`src/design/assert_macros.svh`:
```
// Assertion macros, used by the datapath.
`ifndef ASSERT_MACROS_SVH
`define ASSERT_MACROS_SVH

// Clocked check, off while reset is asserted.
`define ASSERT_CLK(lbl, prop, msg) \
  lbl: assert property (@(posedge clk) disable iff (rst) (prop)) else $error(msg);

// Clocked implication, off while reset is asserted.
`define ASSERT_IMP(lbl, ante, cons, msg) \
  lbl: assert property (@(posedge clk) disable iff (rst) (ante) |-> (cons)) else $error(msg);

`endif

```
`src/design/wsfd_pkg.sv`:
```
// Types, constants and the arctangent table of the windowed-sinc FIR designer.
package wsfd_pkg;

  localparam int MAX_TAPS_DEF   = 64;
  localparam int COEF_WIDTH_DEF = 32;

  localparam int SR_W   = 24;
  localparam int FREQ_W = 24;
  localparam int ORD_W  = 6;
  localparam int TIDX_W = 6;
  localparam int COEF_W = 32;
  localparam int VAL_W  = 64;
  localparam int SUM_W  = 40;
  localparam int MUL_W  = 34;
  localparam int PROD_W = 68;
  localparam int DIVD_W = 64;
  localparam int DIVS_W = 40;
  localparam int CRD_W  = 34;
  localparam int ANG_W  = 32;
  localparam int CORDIC_STEPS = 30;

  localparam logic [SR_W-1:0] SR_RESET = 24'd48000;

  localparam logic signed [CRD_W-1:0] CORDIC_GAIN = 34'sd652032874;
  localparam logic signed [MUL_W-1:0] INV_PI_Q32  = 34'sd1367130551;
  localparam logic signed [MUL_W-1:0] HAM_A_Q30   = 34'sd579820585;
  localparam logic signed [MUL_W-1:0] HAM_B_Q30   = 34'sd493921239;
  localparam logic signed [VAL_W-1:0] ONE_Q30     = 64'sd1073741824;

  typedef enum logic [1:0] {
    FN_LOWPASS  = 2'd0,
    FN_HIGHPASS = 2'd1,
    FN_BANDPASS = 2'd2,
    FN_BANDSTOP = 2'd3
  } func_t;

  typedef struct packed {
    func_t              func;
    logic [FREQ_W-1:0]  first_cutoff;
    logic [FREQ_W-1:0]  second_cutoff;
    logic [ORD_W-1:0]   filter_order;
  } req_beat_t;

  typedef struct packed {
    logic [TIDX_W-1:0]        tap_index;
    logic signed [COEF_W-1:0] coefficient;
    logic                     last_tap;
  } tap_beat_t;

  typedef enum logic [4:0] {
    OP_NONE,
    OP_INIT,
    OP_LP_START,
    OP_RQ_LATCH,
    OP_ANG2_DIV,
    OP_ANG2_LATCH,
    OP_H_CENTRE,
    OP_MUL_RK,
    OP_CORDIC_SINC,
    OP_MUL_SPI,
    OP_DIV_K,
    OP_H_LATCH,
    OP_CORDIC_WIN,
    OP_MUL_HB,
    OP_W_LATCH,
    OP_MUL_HW,
    OP_TAP_STORE,
    OP_NORM_START,
    OP_NORM_READ,
    OP_NORM_DIV,
    OP_NORM_WRITE,
    OP_SEL_B,
    OP_OUT_START,
    OP_OUT_READ,
    OP_OUT_LOAD
  } op_t;

  typedef struct packed {
    op_t op;
  } cmd_t;

  typedef struct packed {
    logic div_done;
    logic cordic_done;
    logic k_zero;
    logic n_last;
    logic sum_pos;
    logic dual;
    logic sel_b;
    logic out_free;
  } status_t;

  // atan(2^-i) as a fraction of a turn, 2^32 per turn
  function automatic logic [29:0] atan_turn(input logic [4:0] i);
    logic [29:0] r;
    unique case (i)
      5'd0:  r = 30'h20000000;
      5'd1:  r = 30'h12E4051D;
      5'd2:  r = 30'h09FB385B;
      5'd3:  r = 30'h051111D4;
      5'd4:  r = 30'h028B0D43;
      5'd5:  r = 30'h0145D7E1;
      5'd6:  r = 30'h00A2F61E;
      5'd7:  r = 30'h00517C55;
      5'd8:  r = 30'h0028BE53;
      5'd9:  r = 30'h00145F2E;
      5'd10: r = 30'h000A2F98;
      5'd11: r = 30'h000517CC;
      5'd12: r = 30'h00028BE6;
      5'd13: r = 30'h000145F3;
      5'd14: r = 30'h0000A2F9;
      5'd15: r = 30'h0000517C;
      5'd16: r = 30'h000028BE;
      5'd17: r = 30'h0000145F;
      5'd18: r = 30'h00000A2F;
      5'd19: r = 30'h00000517;
      5'd20: r = 30'h0000028B;
      5'd21: r = 30'h00000145;
      5'd22: r = 30'h000000A2;
      5'd23: r = 30'h00000051;
      5'd24: r = 30'h00000028;
      5'd25: r = 30'h00000014;
      5'd26: r = 30'h0000000A;
      5'd27: r = 30'h00000005;
      5'd28: r = 30'h00000002;
      5'd29: r = 30'h00000001;
      default: r = 30'h0;
    endcase
    return r;
  endfunction

endpackage

```
`src/design/wsfd_ctrl.sv`:
```
// Sequencer: steps the datapath through prototype design, normalization and output.
module wsfd_ctrl
  import wsfd_pkg::*;
(
  input  logic    clk,
  input  logic    rst,
  input  logic    req_valid,
  output logic    req_ready,
  input  status_t status,
  output cmd_t    cmd
);

  typedef enum logic [24:0] {
    S_IDLE    = 25'h0000001,
    S_LP_RQ   = 25'h0000002,
    S_LP_RQ_W = 25'h0000004,
    S_T_ANG   = 25'h0000008,
    S_T_ANG_W = 25'h0000010,
    S_T_HC    = 25'h0000020,
    S_T_MRK   = 25'h0000040,
    S_T_CS    = 25'h0000080,
    S_T_CS_W  = 25'h0000100,
    S_T_MSP   = 25'h0000200,
    S_T_DK    = 25'h0000400,
    S_T_DK_W  = 25'h0000800,
    S_T_CW    = 25'h0001000,
    S_T_CW_W  = 25'h0002000,
    S_T_MHB   = 25'h0004000,
    S_T_WL    = 25'h0008000,
    S_T_MHW   = 25'h0010000,
    S_T_ST    = 25'h0020000,
    S_N_CHK   = 25'h0040000,
    S_N_RD    = 25'h0080000,
    S_N_DV    = 25'h0100000,
    S_N_DV_W  = 25'h0200000,
    S_L_END   = 25'h0400000,
    S_O_RD    = 25'h0800000,
    S_O_LD    = 25'h1000000
  } state_t;

  state_t state, state_next;

  always_ff @(posedge clk) begin
    if (rst) begin
      state <= S_IDLE;
    end else begin
      state <= state_next;
    end
  end

  assign req_ready = (state == S_IDLE);

  always_comb begin
    state_next = state;
    cmd.op     = OP_NONE;
    unique case (state)
      S_IDLE: if (req_valid) begin
        cmd.op     = OP_INIT;
        state_next = S_LP_RQ;
      end
      S_LP_RQ: begin
        cmd.op     = OP_LP_START;
        state_next = S_LP_RQ_W;
      end
      S_LP_RQ_W: if (status.div_done) begin
        cmd.op     = OP_RQ_LATCH;
        state_next = S_T_ANG;
      end
      S_T_ANG: begin
        cmd.op     = OP_ANG2_DIV;
        state_next = S_T_ANG_W;
      end
      S_T_ANG_W: if (status.div_done) begin
        cmd.op     = OP_ANG2_LATCH;
        state_next = status.k_zero ? S_T_HC : S_T_MRK;
      end
      S_T_HC: begin
        cmd.op     = OP_H_CENTRE;
        state_next = S_T_CW;
      end
      S_T_MRK: begin
        cmd.op     = OP_MUL_RK;
        state_next = S_T_CS;
      end
      S_T_CS: begin
        cmd.op     = OP_CORDIC_SINC;
        state_next = S_T_CS_W;
      end
      S_T_CS_W: if (status.cordic_done) begin
        state_next = S_T_MSP;
      end
      S_T_MSP: begin
        cmd.op     = OP_MUL_SPI;
        state_next = S_T_DK;
      end
      S_T_DK: begin
        cmd.op     = OP_DIV_K;
        state_next = S_T_DK_W;
      end
      S_T_DK_W: if (status.div_done) begin
        cmd.op     = OP_H_LATCH;
        state_next = S_T_CW;
      end
      S_T_CW: begin
        cmd.op     = OP_CORDIC_WIN;
        state_next = S_T_CW_W;
      end
      S_T_CW_W: if (status.cordic_done) begin
        state_next = S_T_MHB;
      end
      S_T_MHB: begin
        cmd.op     = OP_MUL_HB;
        state_next = S_T_WL;
      end
      S_T_WL: begin
        cmd.op     = OP_W_LATCH;
        state_next = S_T_MHW;
      end
      S_T_MHW: begin
        cmd.op     = OP_MUL_HW;
        state_next = S_T_ST;
      end
      S_T_ST: begin
        cmd.op     = OP_TAP_STORE;
        state_next = status.n_last ? S_N_CHK : S_T_ANG;
      end
      S_N_CHK: begin
        if (status.sum_pos) begin
          cmd.op     = OP_NORM_START;
          state_next = S_N_RD;
        end else begin
          state_next = S_L_END;
        end
      end
      S_N_RD: begin
        cmd.op     = OP_NORM_READ;
        state_next = S_N_DV;
      end
      S_N_DV: begin
        cmd.op     = OP_NORM_DIV;
        state_next = S_N_DV_W;
      end
      S_N_DV_W: if (status.div_done) begin
        cmd.op     = OP_NORM_WRITE;
        state_next = status.n_last ? S_L_END : S_N_RD;
      end
      S_L_END: begin
        if (status.dual && !status.sel_b) begin
          cmd.op     = OP_SEL_B;
          state_next = S_LP_RQ;
        end else begin
          cmd.op     = OP_OUT_START;
          state_next = S_O_RD;
        end
      end
      S_O_RD: begin
        cmd.op     = OP_OUT_READ;
        state_next = S_O_LD;
      end
      S_O_LD: if (status.out_free) begin
        cmd.op     = OP_OUT_LOAD;
        state_next = status.n_last ? S_IDLE : S_O_RD;
      end
      default: state_next = S_IDLE;
    endcase
  end

endmodule
```
`config.mk`:
```
export PLATFORM = sky130hd
export DESIGN_NAME = wsfd_ctrl
export DESIGN_NICKNAME = d
export VERILOG_FILES = /design/src/design/assert_macros.svh /design/src/design/wsfd_pkg.sv /design/src/design/wsfd_ctrl.sv
export SDC_FILE = /design/constraint.sdc
export NUM_CORES = 1
export LEC_CHECK = 0
export BUFFER_PORTS_ARGS = -buffer_cell sky130_fd_sc_hd__buf_4
export CAP_MARGIN = 20
export CORE_AREA = 4 4 60 62
export DETAILED_ROUTE_END_ITERATION = 10
export DIE_AREA = 0 0 64 66
export MAX_ROUTING_LAYER = met4
export PLACE_DENSITY = 0.88
export SYNTH_ARGS = -nofsm -noshare
export SYNTH_HDL_FRONTEND = slang
export SYNTH_SLANG_ARGS = --single-unit
```
`constraint.sdc`:
```
create_clock -name clk -period 2.4 [get_ports clk]
set_input_delay 0.12 -clock clk [delete_from_list [all_inputs] [get_ports clk]]
set_output_delay 0.12 -clock clk [all_outputs]
set_load 0.03 [all_outputs]
```
==> out/results.ini <==
[placement]
place_area_sq_um=1994
io_buffers=16
dpl.hpwl_um=3791
gp_congestion=1.008
dpl_worst_slack_ps=150.7

[synth]
syn-instance-count=204
synthArstFlopShare_pct=0
synth-simple-area-share_pct=48.47
syn_area_sq_um=1719
yosys.area.top_type=dfxtp_1
muxShareOfSynthArea_pct=0
synthTopCellsByCount=dfxtp_1 (25), nor2_1 (22), nand2_1 (18)
synthDistinctLibCells=58
yosys_warnings=0
synth_top_area_share_pct=29.11
yosys.area_share.adder_pct=0
synth-edff-count=0
synth_most_common_cell=dfxtp_1
synth_ff_type=dfxtp_1
syn_nets=215
synth_compound_area_share_pct=15.50
postSynthAreaPerCell_sq_um=8.427
yosysSeqAreaShare_pct=29.11
ys_top_cells_by_area=dfxtp_1 (29%), nor4_4 (6.2%), nor2_1 (4.8%)
synth_xor_area_share_pct=2.038
synth_seq_cells=25
synth_top_family_by_area=simple AND/OR/NAND/NOR gates

[setup_path]
cp-end-kind=primary output
endpoint=cmd[0]
r2r-start=state[4]$_SDFFE_PP0P_
rrSetupSlack_ps=-100
worstPathRequired_ps=2280
cp-start-kind=flip-flop
cp_common_cell=buf_4
max_stage_delay_ps=380
r2r_cells=12
worstPathCellList=nor4_4, buf_4, buf_4, nand4b_1, a211oi_2, nand2_1, and3_4, nand4_1, buf_6
startpoint=state[10]$_SDFFE_PP0P_
critPathKind=flip-flop to primary output
slowest_stage=dfxtp_4
reg2reg_to=state[8]$_SDFFE_PP0P_
crit_arrival_ps=2500
critical_path_peak_fanout=3

[floorplan]
num_rows=20
design.die.area_sq_um=4224
core_region_area_sq_um=3028
die_w_um=64
fp.dieH_um=66
io_pins=17
start_util_pct=56.78

[final_layout]
seq_area_sq_um=530.5
top_regs=state: 25 flops
multiInputGateArea_sq_um=1296
finalCoreUtilization_pct=80.37
diodes=0
design_area_sq_um=2434
fillers=171
syn2layout_area_growth_pct=41.56
largest_reg_flops=25
regMostFlops=state
nNetsFinal=275
drive_gt1_share_pct=49.05

[pwr]
p_per_area_nw_per_um2=453.7
power.total_w=0.001104
total_leakage_power_nw=1.004
vdd.ir_drop.worst_mv=0.2963

[timing]
finalCriticalPeriod_ps=2617
setup_ws_ps=-217.4
drv_slew=0
final-hold-violation-count=0
period_share_pct=109.1
fin_skew_ps=4.507
finalSetupViolations=24
tightest_slew_ps=508.3
fmax_ghz=0.3821
whs_ps=34.95
slew_headroom_pct=65.64
rsz0062_at_grt=true

[routing]
ant_nets=0
wire_per_inst_um=20.52
drc=0
wl_um=6301
dr_total_vias=2038
avgViaCountPerCell=6.638
dr.pass1.iters=5
drt_iter0_drc=270

[grt]
grt_overflow=0
grtUsageTotal_pct=29.39
grt_pass1_vias=1829
grt_pass1_wl_um=9294
grt_max_degree=15
antenna_found_initial=0

[clock_network]
cts_buffers=3
cts.clk_slew.worst_paths_ps=150
cts_root_buf=clkbuf_4
cts_buffer_depth=2
htree_levels=1
clock_latency_ps=350
cts_num_sinks=25
cts_tree=yes

[min_path]
hp-class=input pin to flip-flop

[flow_run]
drv_cap=0

[status]
outcome=complete, but fails checks
violations=negative setup slack

[metrics by stage]
stage | TNS [ps] | instances
floorplan | 0 | 204
global placement | 0 | 278
detailed placement | 0 | 278
CTS | -279.0 | 297
global route | -3743 | 307
finish | -2027 | 307
[worst min-delay path by stage]
stage	start	cells after the start	to
CTS	rst	2	state[4]$_SDFFE_PP0P_
finish	rst	2	state[4]$_SDFFE_PP0P_
global route	rst	2	state[4]$_SDFFE_PP0P_
global placement	status[5]	2	state[6]$_SDFFE_PP0P_
detailed placement	status[5]	2	state[6]$_SDFFE_PP0P_
floorplan	status[5]	1	state[6]$_SDFFE_PP0P_
[metal layers]
layer	GRT usage (%)	up-vias	wire (um)
met5	-	-	0
met3	5.102	32	719
met4	11.59	0	249
met2	45.55	173	2796
li1	-	889	-
met1	38.09	944	2535
[logic make-up after synthesis]
kind of cell | after synthesis
flip-flops | 25
AND/OR/NAND/NOR | 125
XOR/XNOR | 4
buffers and inverters | 15
AO/OA/AOI/OAI | 35
[power by group]
group | internal [W] | leakage (nW) | total [W] | switching, W
sequential | 0.000421 | 0.210 | 0.000437 | 0.0000156
clock | 0.0000630 | 0.0177 | 0.000212 | 0.000149
combinational | 0.000202 | 0.776 | 0.000455 | 0.000253
[worst max-delay path: cells and delay by family, from the launching register on]
kind / cells / cell delay [ps]
simple gates: 5 / 950
buf+inv: 3 / 470
flops: 1 / 380
compound gates: 1 / 350
[layout by cell type, fill, tap and decap left out, types with 8 or more instances in the layout]
cell type / synthesis / layout
nor3_1: 9 / 8
nor2_2: 8 / 9
buf_4: 0 / 50
a21oi_1: 13 / 11
nand2_1: 18 / 14
dfxtp_2: 0 / 9
buf_6: 1 / 8
dfxtp_1: 25 / 11
inv_1: 9 / 9
nor2_1: 22 / 19
[layout make-up]
cell class,instances,share of cell area [%]
inverters,9,1.388
clock buffers,3,0.9255
clock inverters,1,0.2057
repair buffers,60,20.15
well taps,44,2.262
multi-input cells,165,53.26
flip-flops and latches,25,21.80
[timing repair]
item / in CTS / in global routing
resized for setup: 34 / 29
hold buffers: 1 / 0
setup buffers: 14 / 9
pin swaps: 10 / 20
endpoints found under the setup margin: 5 / 26
hold endpoints to repair: 1 / 0
gates cloned: 0 / 1
Note: power is estimated with default switching activity, not from simulation.
